===== config.mk =====
export PLATFORM = sky130hd
export DESIGN_NAME = ncc_centroid_ram
export DESIGN_NICKNAME = d
export VERILOG_FILES = /design/src/ncc_pkg.sv /design/src/ncc_centroid_ram.sv
export SDC_FILE = /design/constraint.sdc
export NUM_CORES = 2
export LEC_CHECK = 0
export BUFFER_PORTS_ARGS = -buffer_cell sky130_fd_sc_hd__buf_2
export CAP_MARGIN = 0
export CORE_ASPECT_RATIO = 1.4
export CORE_MARGIN = 1.5
export CORE_UTILIZATION = 70
export CTS_BUF_LIST = sky130_fd_sc_hd__clkbuf_8
export DETAILED_ROUTE_END_ITERATION = 16
export GPL_TIMING_DRIVEN = 0
export PLACE_DENSITY = 0.87
export REMOVE_ABC_BUFFERS = 1
export SLEW_MARGIN = 20
export SYNTH_ARGS = -nofsm -noshare
export SYNTH_HDL_FRONTEND = slang
export SYNTH_SLANG_ARGS = --single-unit

===== constraint.sdc =====
create_clock -name clk -period 4.5 [get_ports clk]
set_clock_uncertainty 0.05 [all_clocks]
set_input_delay 0.45 -clock clk [delete_from_list [all_inputs] [get_ports clk]]
set_output_delay 0.45 -clock clk [all_outputs]
set_load 0.02 [all_outputs]

===== src/ncc_pkg.sv =====
// shared constants, codes and types of the nearest-centroid classifier
`timescale 1ns / 1ps

package ncc_pkg;

	localparam int MAX_CLUSTERS = 16;
	localparam int MAX_DIMS     = 16;
	localparam int COORD_BITS   = 16;

	// fixed field widths of the ports
	localparam int CFG_W    = 5;
	localparam int CL_IN_W  = 4;
	localparam int DIM_IN_W = 4;
	localparam int VAL_W    = 16;
	localparam int LABEL_W  = 4;
	localparam int DIST_W   = 40;
	localparam int CFG_RESET = 16;

	localparam int CL_W      = (MAX_CLUSTERS > 1) ? $clog2(MAX_CLUSTERS) : 1;
	localparam int DIM_W     = (MAX_DIMS > 1) ? $clog2(MAX_DIMS) : 1;
	localparam int CL_CNT_W  = $clog2(MAX_CLUSTERS + 1);
	localparam int DIM_CNT_W = $clog2(MAX_DIMS + 1);
	localparam int DEPTH     = MAX_CLUSTERS * MAX_DIMS;
	localparam int ADDR_W    = (DEPTH > 1) ? $clog2(DEPTH) : 1;
	localparam int MAG_W     = COORD_BITS + 1;
	localparam int SQ_W      = 2 * MAG_W;

	localparam logic [DIST_W-1:0] DIST_MAX = '1;
	localparam logic [63:0]       SQ_LIMIT = 64'd1 << 20;

	typedef logic [COORD_BITS-1:0] coord_t;
	typedef logic [DIST_W-1:0]     dist_t;

	typedef enum logic {
		REG_ACTIVE_CLUSTERS = 1'b0,
		REG_ACTIVE_DIMS     = 1'b1
	} cfg_reg_t;

	typedef enum logic {
		REQ_CENTROID = 1'b0,
		REQ_POINT    = 1'b1
	} req_t;

	// control that travels with each centroid coordinate through the datapath
	typedef struct packed {
		logic            valid;
		logic            first_dim;
		logic            last_dim;
		logic            first_cl;
		logic            last_cl;
		logic [CL_W-1:0] cl;
	} ncc_ctl_t;

endpackage


===== src/ncc_centroid_ram.sv =====
// centroid table: one write port, one registered read port, per-entry valid bits
`timescale 1ns / 1ps

module ncc_centroid_ram (
	input  logic                  clk,
	input  logic                  arst_n,
	input  logic                  wr_en,
	input  logic [ncc_pkg::ADDR_W-1:0] wr_addr,
	input  ncc_pkg::coord_t       wr_data,
	input  logic                  rd_en,
	input  logic [ncc_pkg::ADDR_W-1:0] rd_addr,
	output ncc_pkg::coord_t       rd_data
);
	import ncc_pkg::*;

	coord_t             mem [DEPTH];
	logic [DEPTH-1:0]   valid_q;
	coord_t             rd_data_q;
	logic               rd_valid_q;

	always_ff @(posedge clk) begin
		if (wr_en) begin
			mem[wr_addr] <= wr_data;
		end
		if (rd_en) begin
			rd_data_q <= mem[rd_addr];
		end
	end

	// entries never written read as zero
	always_ff @(posedge clk or negedge arst_n) begin
		if (!arst_n) begin
			valid_q    <= '0;
			rd_valid_q <= 1'b0;
		end else begin
			if (wr_en) begin
				valid_q[wr_addr] <= 1'b1;
			end
			if (rd_en) begin
				rd_valid_q <= valid_q[rd_addr];
			end
		end
	end

	assign rd_data = rd_valid_q ? rd_data_q : '0;

endmodule


==> qor.txt, run 1 <==
Status: stopped before the end
Failed at: global routing (5_1_grt)
Run Error: [ERROR GRT-0232] Routing congestion too high. Check the congestion heatmap in the GUI.
Sequential share of the synthesized area: 78.3%
Post-synth ARST share: 5.88%
Clock buffer count from CTS: 597
Area leader, netlist: edfxtp_1
H-tree depth: 6
CTS Sinks: 4,369
Post-synthesis cell type count: 43
Total overflow reported by the global router: 16
Post-synth EDFFs: 4,112
Port bufs: 51
Detailed placement HPWL: 288,000 um
Clk root buf: clkbuf_8
GPL Wtd Cong: 0.876
Largest net degree at the start of global routing: 137
Synth area leaders: edfxtp_1, mux4_2, dfrtp_1, a22oi_1, or2_2
Worst endpoint type: register data pin
Die Width: 415 um
Syn Inst Count: 7,495
Chip Height: 579 um
Row cnt: 211
Worst EP post-GRT repair: rd_data_q[4]$_DFFE_PP_/D
I/O Pins: 52
DP Cell Count: 10,500
Area fraction of the dominant cell type after synthesis: 74.4%
Synth warn: 0
Deepest clock path buffer count: 4
Syn Area/Cell: 22.1 sq um
Total Routing Usage GR: 72.6%
Initial core utilization: 70.4%
Synthesized cell area: 166,000 sq um
Initial antenna violation count: 100
Synth Register Bits: 4,369
Synth Flop Type: edfxtp_1
-- cells by family after synthesis --
kind of cell | Yosys count | synth area share (%)
simple gates | 729 | 2.28
mux | 1109 | 14.8
buf+inv | 448 | 1.22
compound gates | 840 | 3.40
flops | 4369 | 78.3
-- stage by stage --
stage          setup slack (ns)  instance area, sq um
3_3_place_gp             -32.65                168000
3_5_place_dp              -4.21                175000
4_1_cts                 0.00817                188000
2_1_floorplan             -5.92                164000
-- metal layers --
metal  overflow  GRT usage, %
met4         14          72.9
met1          0          68.9
met3          0          63.1
met2          2          86.0
met5          0          48.0
-- repair_timing --
| action | 4_1_cts |
|---|---|
| gates resized for setup | 62 |
| cloned | 19 |
| setup buffers | 0 |
| endpoints found under the hold margin | 1080 |
| hold buffers | 20 |
| pin swaps | 8 |
| setup endpoints to repair | 17 |
-- cells in the mapped netlist (all sizes together) (14+ instances only) --
master and number:
a21oi 260, a22oi 516, and2 18, buf 164, clkbuf 280, dfrtp 257, edfxtp 4112, mux2i 25
mux4 1077, nand2 29, nand3 26, nand4 14, nor2 269, nor2b 17, nor4 65, o22ai 38
or2 275
==> run 2, diff against run 1 <==
--- a/config.mk
+++ b/config.mk
@@ -7,13 +7,11 @@
 export LEC_CHECK = 0
 export BUFFER_PORTS_ARGS = -buffer_cell sky130_fd_sc_hd__buf_2
 export CAP_MARGIN = 0
-export CORE_ASPECT_RATIO = 1.4
 export CORE_MARGIN = 1.5
-export CORE_UTILIZATION = 70
-export CTS_BUF_LIST = sky130_fd_sc_hd__clkbuf_8
+export CORE_UTILIZATION = 40
 export DETAILED_ROUTE_END_ITERATION = 16
 export GPL_TIMING_DRIVEN = 0
-export PLACE_DENSITY = 0.87
+export PLACE_DENSITY_LB_ADDON = 0.15
 export REMOVE_ABC_BUFFERS = 1
 export SLEW_MARGIN = 20
 export SYNTH_ARGS = -nofsm -noshare
==> run 2 against run 1 <==
  * The flow now finishes, with violations (negative setup slack)
  * Synthesized cell count unchanged
  * Synthesized area unchanged
==> qor.txt, run 2 <==
Clock Power Share: 43.1%
Total Routing Usage GR: 21.5%
I/O Pins: 52
Register name with the most flops: mem
Detailed Route WL: 452,000 um
Chip Height: 647 um
Area leader, netlist: edfxtp_1
Vias per std cell: 5.76
Syn Inst Count: 7,495
Synth Register Bits: 4,369
Placed cell area: 178,000 sq um
Deepest clock path buffer count: 4
H-tree depth: 5
Initial core utilization: 40.2%
Critical path class: in -> reg
CTS Sinks: 4,369
Status: finished, violations left
Later-pin clock latency in the skew report: 1.01 ns
R2r setup slk: 0.51 ns
Final core utilization: 46.8%
Logic pwr share: 5.3%
Final setup viols: 1
Fillers: 33,700
Area grow syn2layout: 16.5%
Port bufs: 51
Synth warn: 0
Die footprint: 419,000 sq um
Synth Flop Type: edfxtp_1
Multi-input gate area in the final layout: 36,100 sq um
Failing checks: negative setup slack
Switching Fraction: 21.7%
Largest net degree at the start of global routing: 113
Crit. End Element: register
Top cells by count, synth: edfxtp_1, mux4_2, a22oi_1
Total power: 86.9 mW
DRT Pass-1 Iters: 6
Post-synth ARST share: 5.88%
Period utilization: 100%
Slew headroom: 12.3%
Max layer used: met5
Remaining DRCs: 0
Max Cap Viol: 0
CTS tree: built
Leading cell type by number of instances after synthesis: edfxtp_1
Commonest non-fill, non-tap cells in the layout: edfxtp_1, mux4_2, a22oi_1
Die Width: 647 um
Vias: 79,100
Pins over their slew limit: 0
Layout cells sized above 1: 31.6%
Wire length per cell: 33.0 um
PwrDens: 449 nW/um^2
Peak Freq: 221 MHz
Final hold vios: 0
R2r startpoint: mem[188][9]
Total overflow reported by the global router: 0
Startpoint types: input port
Max IR drop VDD: 0.372 mV
Worst EP required: 5.18 ns
Worst EP arrival: 5.20 ns
Commonest non-fill, non-tap cell in the layout: edfxtp_1
Final worst setup slack: -0.0163 ns
CORE AREA: 413,000 sq um
Detailed placement HPWL: 273,000 um
Reg clk slew, reported paths: 0.06 ns
Psw: 18.9 mW
Reg area: 130,000 sq um
1st-iter DRT viols: 8,284
Worst-Margin Slew: 1.30 ns
Min Clock Period, post-route: 4.52 ns
Fin Hold WS: 0.134 ns
Biggest regs: mem x4096, valid_q x256, rd_data_q x16
Int Power: 68.0 mW
Syn Area/Cell: 22.1 sq um
Worst Reg-to-Reg Cells: 6
Initial antenna violation count: 26
Row cnt: 236
DR WL met3: 27,300 um
Critical Path Start: rd_addr[0]
Max FO, Critical Path: 64
Flop pwr share: 51.6%
GPL Wtd Cong: 0.766
Routed met1 length: 193,000 um
Max reg flops: 4,096
Synthesized cell area: 166,000 sq um
Clock buffer count from CTS: 459
Sequential share of the synthesized area: 78.3%
Area fraction of the dominant cell type after synthesis: 74.4%
Lkg Pwr: 60.9 nW
Routed wl met2: 219,000 um
Post-synth EDFFs: 4,112
CP endpoint: rd_data_q[9]
Post-route cell area: 193,000 sq um
Synth area leaders: edfxtp_1, mux4_2, dfrtp_1, a22oi_1, or2_2
Global-route wire length before repair: 636,000 um
Vias in the first global route: 81,200
Post-synthesis cell type count: 43
Final Net Count: 7,844
Post-DRT Antenna Nets: 0
Hold/Removal Path Class: in -> async
Clk root buf: clkbuf_16
Reg2Reg Capture Point: rd_data_q[9]
run 2: cell counts after synthesis:
No cell type changed its count.
run 2: kinds of logic (layout without fill, tap and decap cells):
group           Yosys count  after routing  share of synthesized area (%)
compound gates          840            840                           3.40
buf+inv                 448           1157                           1.22
flops                  4369           4369                           78.3
mux                    1109           1109                           14.8
other cells               0             41                              0
simple gates            729            729                           2.28
run 2: cell type report:
cell class / instances / share of cell area, %
clock buffers: 589 / 6.37
clock inverters: 268 / 1.34
well taps: 5474 / 3.54
diodes: 41 / 0.0530
flip-flops and latches: 4369 / 67.2
multi-input cells: 2678 / 18.7
repair buffers: 296 / 2.84
inverters: 4 / 0.00776
run 2: repair_timing:
item                                   in CTS  in global routing
buffers inserted                            0                  0
endpoints found under the hold margin    1214                  0
hold buffers                               20                  0
gates resized for setup                    20                  9
pin swaps                                   0                  0
cloned                                     10                  1
setup endpoints to repair                  16                 14
run 2: per-stage QoR:
| stage | std cells | setup slack (ns) | setup TNS, ns |
|---|---|---|---|
| 2_1_floorplan | 7051 | -5.92 | -96.95 |
| 3_3_place_gp | 12600 | -36.55 | -7428.02 |
| 3_5_place_dp | 12800 | -2.17 | -29.43 |
| 4_1_cts | 13700 | 0.0303 | 0 |
| 5_1_grt | 13700 | -0.0125 | -0.0125 |
| 6_report | 13700 | -0.0163 | -0.0163 |
run 2: how the worst min path moves through the flow:
stage,from,endpoint,cells past startpoint
floorplan,arst_n,rd_valid_q,0
CTS,arst_n,valid_q[79],3
global placement,valid_q[190],valid_q[190],1
global route,arst_n,valid_q[76],3
detailed placement,arst_n,valid_q[78],1
finish,arst_n,valid_q[77],3
run 2: worst max-delay path, cell delays in order:
cell	delay, ns
buf_12	0.26
buf_16	0.39
buf_16	0.36
mux4_2	0.59
a22oi_1	0.41
a21oi_1	0.26
nor4_1	1.12
o22ai_1	0.68
or2_1	0.41
run 2: power by group through the flow:
| stage | registers (mW) | clock network (mW) | logic (mW) |
|---|---|---|---|
| finish | 44.9 | 37.4 | 4.61 |
| global route | 44.9 | 39.6 | 4.85 |
| CTS | 44.9 | 38.1 | 4.65 |
| detailed placement | 45.7 | 0 | 4.55 |
| global placement | 45.9 | 0 | 7.24 |
| floorplan | 45.7 | 0 | 1.83 |
run 2: routing by layer:
metal | GRT usage (%) | up-vias
met5 | 0 | -
met4 | 5.93 | 10
met3 | 3.26 | 573
met2 | 34.7 | 2479
met1 | 30.5 | 43500
li1 | - | 32500
Note: power is estimated with default switching activity, not from simulation.
