**src/ncc_pkg.sv**
```systemverilog
// shared constants, codes and types of the nearest-centroid classifier
`timescale 1ns / 1ps

package ncc_pkg;

	localparam int MAX_CLUSTERS = 16;
	localparam int MAX_DIMS     = 16;
	localparam int COORD_BITS   = 16;

	// fixed field widths of the ports
	localparam int CFG_W    = 5;
	localparam int CL_IN_W  = 4;
	localparam int DIM_IN_W = 4;
	localparam int VAL_W    = 16;
	localparam int LABEL_W  = 4;
	localparam int DIST_W   = 40;
	localparam int CFG_RESET = 16;

	localparam int CL_W      = (MAX_CLUSTERS > 1) ? $clog2(MAX_CLUSTERS) : 1;
	localparam int DIM_W     = (MAX_DIMS > 1) ? $clog2(MAX_DIMS) : 1;
	localparam int CL_CNT_W  = $clog2(MAX_CLUSTERS + 1);
	localparam int DIM_CNT_W = $clog2(MAX_DIMS + 1);
	localparam int DEPTH     = MAX_CLUSTERS * MAX_DIMS;
	localparam int ADDR_W    = (DEPTH > 1) ? $clog2(DEPTH) : 1;
	localparam int MAG_W     = COORD_BITS + 1;
	localparam int SQ_W      = 2 * MAG_W;

	localparam logic [DIST_W-1:0] DIST_MAX = '1;
	localparam logic [63:0]       SQ_LIMIT = 64'd1 << 20;

	typedef logic [COORD_BITS-1:0] coord_t;
	typedef logic [DIST_W-1:0]     dist_t;

	typedef enum logic {
		REG_ACTIVE_CLUSTERS = 1'b0,
		REG_ACTIVE_DIMS     = 1'b1
	} cfg_reg_t;

	typedef enum logic {
		REQ_CENTROID = 1'b0,
		REQ_POINT    = 1'b1
	} req_t;

	// control that travels with each centroid coordinate through the datapath
	typedef struct packed {
		logic            valid;
		logic            first_dim;
		logic            last_dim;
		logic            first_cl;
		logic            last_cl;
		logic [CL_W-1:0] cl;
	} ncc_ctl_t;

endpackage

```
**src/ncc_dist_pipe.sv**
```systemverilog
// distance datapath: square, accumulate, keep the best centroid
`timescale 1ns / 1ps

module ncc_dist_pipe (
	input  logic                        clk,
	input  logic                        arst_n,
	input  ncc_pkg::ncc_ctl_t           ctl_s0,
	input  ncc_pkg::coord_t             pt_s0,
	input  ncc_pkg::coord_t             cent_s1,
	output logic                        done,
	output logic [ncc_pkg::LABEL_W-1:0] label,
	output ncc_pkg::dist_t              best_dist
);
	import ncc_pkg::*;

	ncc_ctl_t            ctl_s1, ctl_s2, ctl_s3;
	coord_t              pt_s1;
	logic signed [MAG_W-1:0] diff;
	logic [MAG_W-1:0]    mag;
	logic [SQ_W-1:0]     prod;
	dist_t               sq, sq_s2;
	dist_t               base, acc_n, acc_s3;
	dist_t               best_q;
	logic [CL_W-1:0]     best_cl_q;
	logic                take;
	logic                done_q;
	logic [LABEL_W-1:0]  label_q;
	dist_t               dist_q;

	always_comb begin
		diff = $signed({pt_s1[COORD_BITS-1], pt_s1})
			- $signed({cent_s1[COORD_BITS-1], cent_s1});
		mag  = diff[MAG_W-1] ? MAG_W'(-diff) : MAG_W'(diff);
		prod = SQ_W'(mag) * SQ_W'(mag);
		sq   = (64'(mag) >= SQ_LIMIT) ? DIST_MAX : DIST_W'(prod);
	end

	// saturating running sum, restarted at the first coordinate
	always_comb begin
		base  = ctl_s2.first_dim ? '0 : acc_s3;
		acc_n = (sq_s2 >= DIST_MAX - base) ? DIST_MAX : base + sq_s2;
	end

	assign take = ctl_s3.valid && ctl_s3.last_dim && (ctl_s3.first_cl || acc_s3 < best_q);

	always_ff @(posedge clk) begin
		pt_s1  <= pt_s0;
		sq_s2  <= sq;
		if (ctl_s2.valid) begin
			acc_s3 <= acc_n;
		end
		if (take) begin
			best_q    <= acc_s3;
			best_cl_q <= ctl_s3.cl;
		end
		label_q <= take ? LABEL_W'(ctl_s3.cl) : LABEL_W'(best_cl_q);
		dist_q  <= take ? acc_s3 : best_q;
	end

	always_ff @(posedge clk or negedge arst_n) begin
		if (!arst_n) begin
			ctl_s1 <= '0;
			ctl_s2 <= '0;
			ctl_s3 <= '0;
			done_q <= 1'b0;
		end else begin
			ctl_s1 <= ctl_s0;
			ctl_s2 <= ctl_s1;
			ctl_s3 <= ctl_s2;
			done_q <= ctl_s3.valid && ctl_s3.last_dim && ctl_s3.last_cl;
		end
	end

	assign done      = done_q;
	assign label     = label_q;
	assign best_dist = dist_q;

endmodule

```
**config.mk**
```make
export PLATFORM = sky130hd
export DESIGN_NAME = ncc_dist_pipe
export DESIGN_NICKNAME = d
export VERILOG_FILES = /design/src/ncc_pkg.sv /design/src/ncc_dist_pipe.sv
export SDC_FILE = /design/constraint.sdc
export NUM_CORES = 1
export LEC_CHECK = 0
export BUFFER_PORTS_ARGS = -buffer_cell sky130_fd_sc_hd__buf_4
export CAP_MARGIN = 10
export CORE_ASPECT_RATIO = 0.9
export CORE_MARGIN = 4
export CORE_UTILIZATION = 45
export DETAILED_ROUTE_END_ITERATION = 8
export PLACE_DENSITY = 0.61
export SYNTH_ARGS = -nofsm -noshare
export SYNTH_HDL_FRONTEND = slang
export SYNTH_SLANG_ARGS = --single-unit
```
**constraint.sdc**
```tcl
create_clock -name clk -period 28.3 [get_ports clk]
set_input_delay 2.83 -clock clk [delete_from_list [all_inputs] [get_ports clk]]
set_output_delay 2.83 -clock clk [all_outputs]
set_load 0.03 [all_outputs]
```
### Yosys cells after proc, flatten, opt, wreduce, memory -nomap -nowiden

Index checks and enable logic that the tools add are counted.

| word-level totals | value |
|---|---|
| output and inout bits | 45 |
| flip-flop bits (word level) | 161 |
| bits of input ports | 43 |
| word-level logic and storage cells | 37 |

| operators by class | value |
|---|---|
| order comparisons | 2 |
| reductions and logical operators | 4 |
| mux-type cells | 3 |
| $mul | 1 |
| add/sub/neg operators | 4 |

Operator list:

| cell | count |
|---|---|
| $mux 40 | 2 |
| $add 40x34->40 | 1 |
| $ge 34x40->1 | 1 |
| $lt 40x40->1 | 1 |
| $sub 40x40->40 const A | 1 |
| $mul 17x17->34 | 1 |
| $mux 17 | 1 |
| $neg 17->17 | 1 |
| $sub 16x16->17 | 1 |
| $logic_and 1x1->1 | 3 |
| $logic_or 1x1->1 | 1 |

### Depth between registers and ports, before layout

| depth | value |
|---|---|
| depth after elaboration | 4 |
| gate-level depth with buffers | 39 |
| depth with buffers taken out | 36 |

### Least setup slack after synthesis

OpenSTA, ideal clock, no wires.

| timing | value |
|---|---|
| path type | input-to-reg |
| start | in cent_s1[0] |
| end | reg sq_s2[33] |
| cell stages on the path | 33 |
| slack | 17.186 ns |
| arrival time | 10.984 ns |
| path buffers | 1 |
| setup time | 0.129 ns |
| path through | ha_1 > fa_1 > nand2b_1 > a21oi_1 > o21a_2 > a21oi_1 > o21a_1 > nor2_2 > buf_2 > a21oi_1 > xnor2_1 > inv_2 > nor2_1 > inv_1 > fa_1 > inv_1 > fa_1 > fa_1 > fa_1 > fa_1 > inv_1 > fa_1 > inv_1 > ha_1 > a21o_1 > a21o_1 > or3_1 > a211oi_1 > o31ai_1 > a21boi_0 > o21ai_0 > o41ai_1 > xnor2_1 |

| on the way | value |
|---|---|
| cells in the longest elaborated chain, start to end | 4 |

Ends and longest elaborated chain:

| what | RTL line | RTL |
|---|---|---|
| from (decl) | ncc_dist_pipe.sv:9 | `input ncc_pkg::coord_t cent_s1,` |
| $sub 16x16->17 (*) | ncc_dist_pipe.sv:32 | `- $signed({cent_s1[COORD_BITS-1], cent_s1});` |
| $neg 17->17 | ncc_dist_pipe.sv:33 | `mag = diff[MAG_W-1] ? MAG_W'(-diff) : MAG_W'(diff);` |
| $mux 17 (*) | ncc_dist_pipe.sv:33 |  |
| $mul 17x17->34 (*) | ncc_dist_pipe.sv:34 | `prod = SQ_W'(mag) * SQ_W'(mag);` |
| net prod[33] | ncc_dist_pipe.sv:20 | `logic [SQ_W-1:0] prod;` |
| to (signal assigned) | ncc_dist_pipe.sv:48 | `sq_s2 <= sq;` |
| to (decl) | ncc_dist_pipe.sv:21 | `dist_t sq, sq_s2;` |

Mark *: on every way through the listed nets, which the timed path passes. The rest lies on a longest branch.
A chain may end at the register's enable or synchronous reset.

### Worst setup path after layout

| timing | value |
|---|---|
| start | in cent_s1[0] |
| end | reg sq_s2[31] |

The elaborated chain is that of the path after synthesis.

==> implementation parameters <==
Parameter                              Value

Setup path
  Type of destination of the critical path    flip-flop
  CP max FO    17
  Category of the critical setup timing path    in -> reg
  Worst r2r path cells    32
  Critical path's slowest cell    xor2_1
  Startpoint Class    input port
  Worst Path Arrival    12.31 ns
  CP Data Required Time    28.61 ns
  CP dominant cell by count    fa_1
  Crit path largest cell delay    0.66 ns

Drt
  Vias post-DR    12000
  Iteration-0 DRC Markers    572
  DRT antenna net count    0
  Remaining DRCs    0
  Detailed-route wire length    36400 um
  Vias per std cell    5.09
  Detail-routed net length per standard cell    15.5 um
  Iteration count of the initial detailed-routing pass    5

Timing
  Hold Vio Cnt, Final    0
  Setup Total Neg Slack    0 ns
  Unrepaired setup endpoints after global routing    no
  Final critical-path share of the clock period    0.424
  Peak clock frequency supported by timing    0.0833 GHz
  Pins over their slew limit    0
  Worst slew margin relative to its limit    0.300
  Actual transition at the worst max-transition pin    1.05 ns
  Final setup violation count    0
  Final critical delay including setup and external delays    12.00 ns
  Final worst clock skew    0.0146 ns

Logic synthesis
  Synth Instances    1767
  Proportion of netlist area held by the largest area contributor    0.228
  Primary FF master, synth    edfxtp_1
  Share of flip-flops with an asynchronous set or reset after synthesis    0.169
  Average size of a mapped cell    9.60 um2
  Yosys warning total    0
  EDFF count, synth    84
  Total of flip-flops plus latches after synthesis    160
  Library cell with the largest summed area after synthesis    fa_1
  Synthesized cell area    0.0170 mm2
  Sequential share of the synthesized area    0.246
  Biggest area contributors in the synthesized netlist    fa_1, edfxtp_1, ha_1
  Count of cell types in the netlist    81

Layout
  Antenna diode count    0
  Net count of the finished layout    2282
  Final std cell area, no fill    0.0188 mm2
  Share of layout cells above drive strength 1    0.0896
  Area grow syn2layout    11.0%
  Count of fill cells added during filler insertion    3478

Outcome
  Result of the run    complete, no violations

Die
  Floorplan Core Area    0.0372 mm2
  Die area    0.0409 mm2
  Chip Width    213 um
  Die extent in y    192 um
  Initial standard-cell utilization of the core    0.456
  Count of pins on the block boundary    88
  FP Rows    67

Placement
  Half-perimeter wire length after detailed placement    29800 um
  Cell area after placement    0.0182 mm2
  Routability cong.    0.880
  Port buffer count    87

Flow run
  Max Cap Violations    0

Clock network
  Number of buffers created by CTS    17
  Number of sinks handled by clock tree synthesis    160
  Quantity of gates resized following cts    0
  Clock tree from TritonCTS    built
  Number of buffers added for setup after CTS    0
  Hold bufs inserted after CTS    0
  Buffer levels on the longest clock path    2
  Clk pin slew, worst setup/hold paths    0.06 ns
  Clock latency of the later-clocked register in the worst-skew pair    0.45 ns
  Root Driver    clkbuf_16
  Number of levels the H-tree was split into    4

GRT
  Vias in the first global route    12200
  Number of antenna violations at the first check in global routing    0
  Total Routing Usage GR    0.188
  Remaining global-route overflow    0
  First-pass GRT wire length    61800 um
  Maximum number of pins on one net before global-route repair    42

Hold path
  Hold WC Path Type    reg -> reg
  Worst hold stages    0
==> cell type report <==
type,count,area (um2),area share
clock inverters,12,204,0.0108
clock buffers,20,437,0.0232
repair buffers,102,766,0.0407
multi-input cells,1221,11300,0.601
inverters,349,1310,0.0696
flip-flops and latches,160,4180,0.222
well taps,483,604,0.0321
==> sequential cells by signal, indices dropped and copies added (netlist names) <==
register and flops:
acc_s3 40, best_dist 40, ctl_s1 9, ctl_s2 9, ctl_s3 8, done 1, label 4, pt_s1 16
sq_s2 33
==> worst max-delay path: cells and delay by family <==
kind                     cells  cell delay, ns
buffers and inverters        6            0.69
AND/OR/NAND/NOR              5            1.47
XOR/XNOR                     1            0.66
AO/OA/AOI/OAI               11            2.67
adder cells (fa/ha/maj)      9            3.98
==> worst paths after layout <==
kind                       slack [ns]   endpoint  startpoint
max                             16.30  sq_s2[31]  cent_s1[0]
min                              0.35  ctl_s3[5]   ctl_s2[5]
max reg2reg                     18.46  sq_s2[31]    pt_s1[0]
min reg2reg                      0.35  ctl_s3[5]   ctl_s2[5]
max in group asynchronous       25.75  ctl_s3[3]      arst_n
min in group asynchronous        2.29  ctl_s1[5]      arst_n
==> Yosys cell counts, drive strengths merged (6+ instances only) <==
cell type / count
inv: 347
ha: 195
fa: 193
nand2: 144
nor2: 99
edfxtp: 84
a21oi: 76
xnor2: 60
o21ai: 56
nor2b: 55
a21o: 54
dfxtp: 49
clkbuf: 34
xor2: 30
dfrtp: 27
nand2b: 22
a31oi: 21
nand4: 20
nand3: 19
nor3: 18
o21a: 17
nor4: 15
buf: 13
and3: 12
a211oi: 11
o21bai: 9
o211ai: 7
o31ai: 7
and2: 6
==> per-layer routing <==
layer,vias up,GRT usage,share of wire
li1,5944,-,-
met1,5727,0.270,0.49
met2,244,0.294,0.45
met3,41,0.0338,0.045
met4,0,0.0503,0.019
met5,-,0,0
==> kinds of logic after synthesis <==
logic type      count (synthesis)  share of synthesized area
fa+ha+maj                     388                      0.372
compound gates                289                      0.111
flops                         160                      0.246
other cells                     2                   0.000443
buf+inv                       396                     0.0891
simple gates                  438                      0.130
mux                             4                    0.00251
xor+xnor                       90                     0.0483
==> metrics by stage <==
| step | hold slack, ns | utilization | cells | setup slack, ns |
|---|---|---|---|---|
| after floorplan | 0.331 | - | 1777 | 17.19 |
| after global routing | 0.351 | 0.506 | 2347 | 15.69 |
| after global placement | 0.331 | 0.488 | 2315 | 16.15 |
| after detailed placement | 0.335 | 0.488 | 2315 | 15.86 |
| after CTS | 0.348 | 0.506 | 2347 | 16.33 |
| final | 0.347 | 0.506 | 2347 | 16.30 |
==> layout by cell type, fill, tap and decap left out, types with 5 or more instances in the layout <==
master / synthesis / layout
nand2_2: 6 / 6
and2_1: 6 / 6
o31ai_1: 7 / 7
xor2_1: 30 / 30
o211ai_1: 6 / 6
edfxtp_1: 84 / 84
and3_1: 12 / 12
dfxtp_1: 49 / 49
bufinv_16: 0 / 5
dfrtp_1: 27 / 27
a31oi_1: 20 / 20
nor2_1: 98 / 98
nor2b_1: 55 / 55
o21a_1: 16 / 16
nand2b_1: 22 / 22
nand3_1: 18 / 18
xnor2_1: 56 / 56
o21bai_1: 9 / 9
nor3_1: 18 / 18
buf_4: 3 / 102
inv_1: 343 / 343
a211oi_1: 11 / 11
nor4_1: 13 / 13
clkbuf_16: 0 / 17
a21oi_1: 75 / 74
nand2_1: 138 / 138
a21o_1: 54 / 54
fa_1: 193 / 193
o21ai_0: 55 / 55
ha_1: 195 / 195
conb_1: 2 / 12
nand4_1: 20 / 20
Power is not shown: default switching activity piles up to over one toggle a cycle in this logic, so the estimate is an artifact.
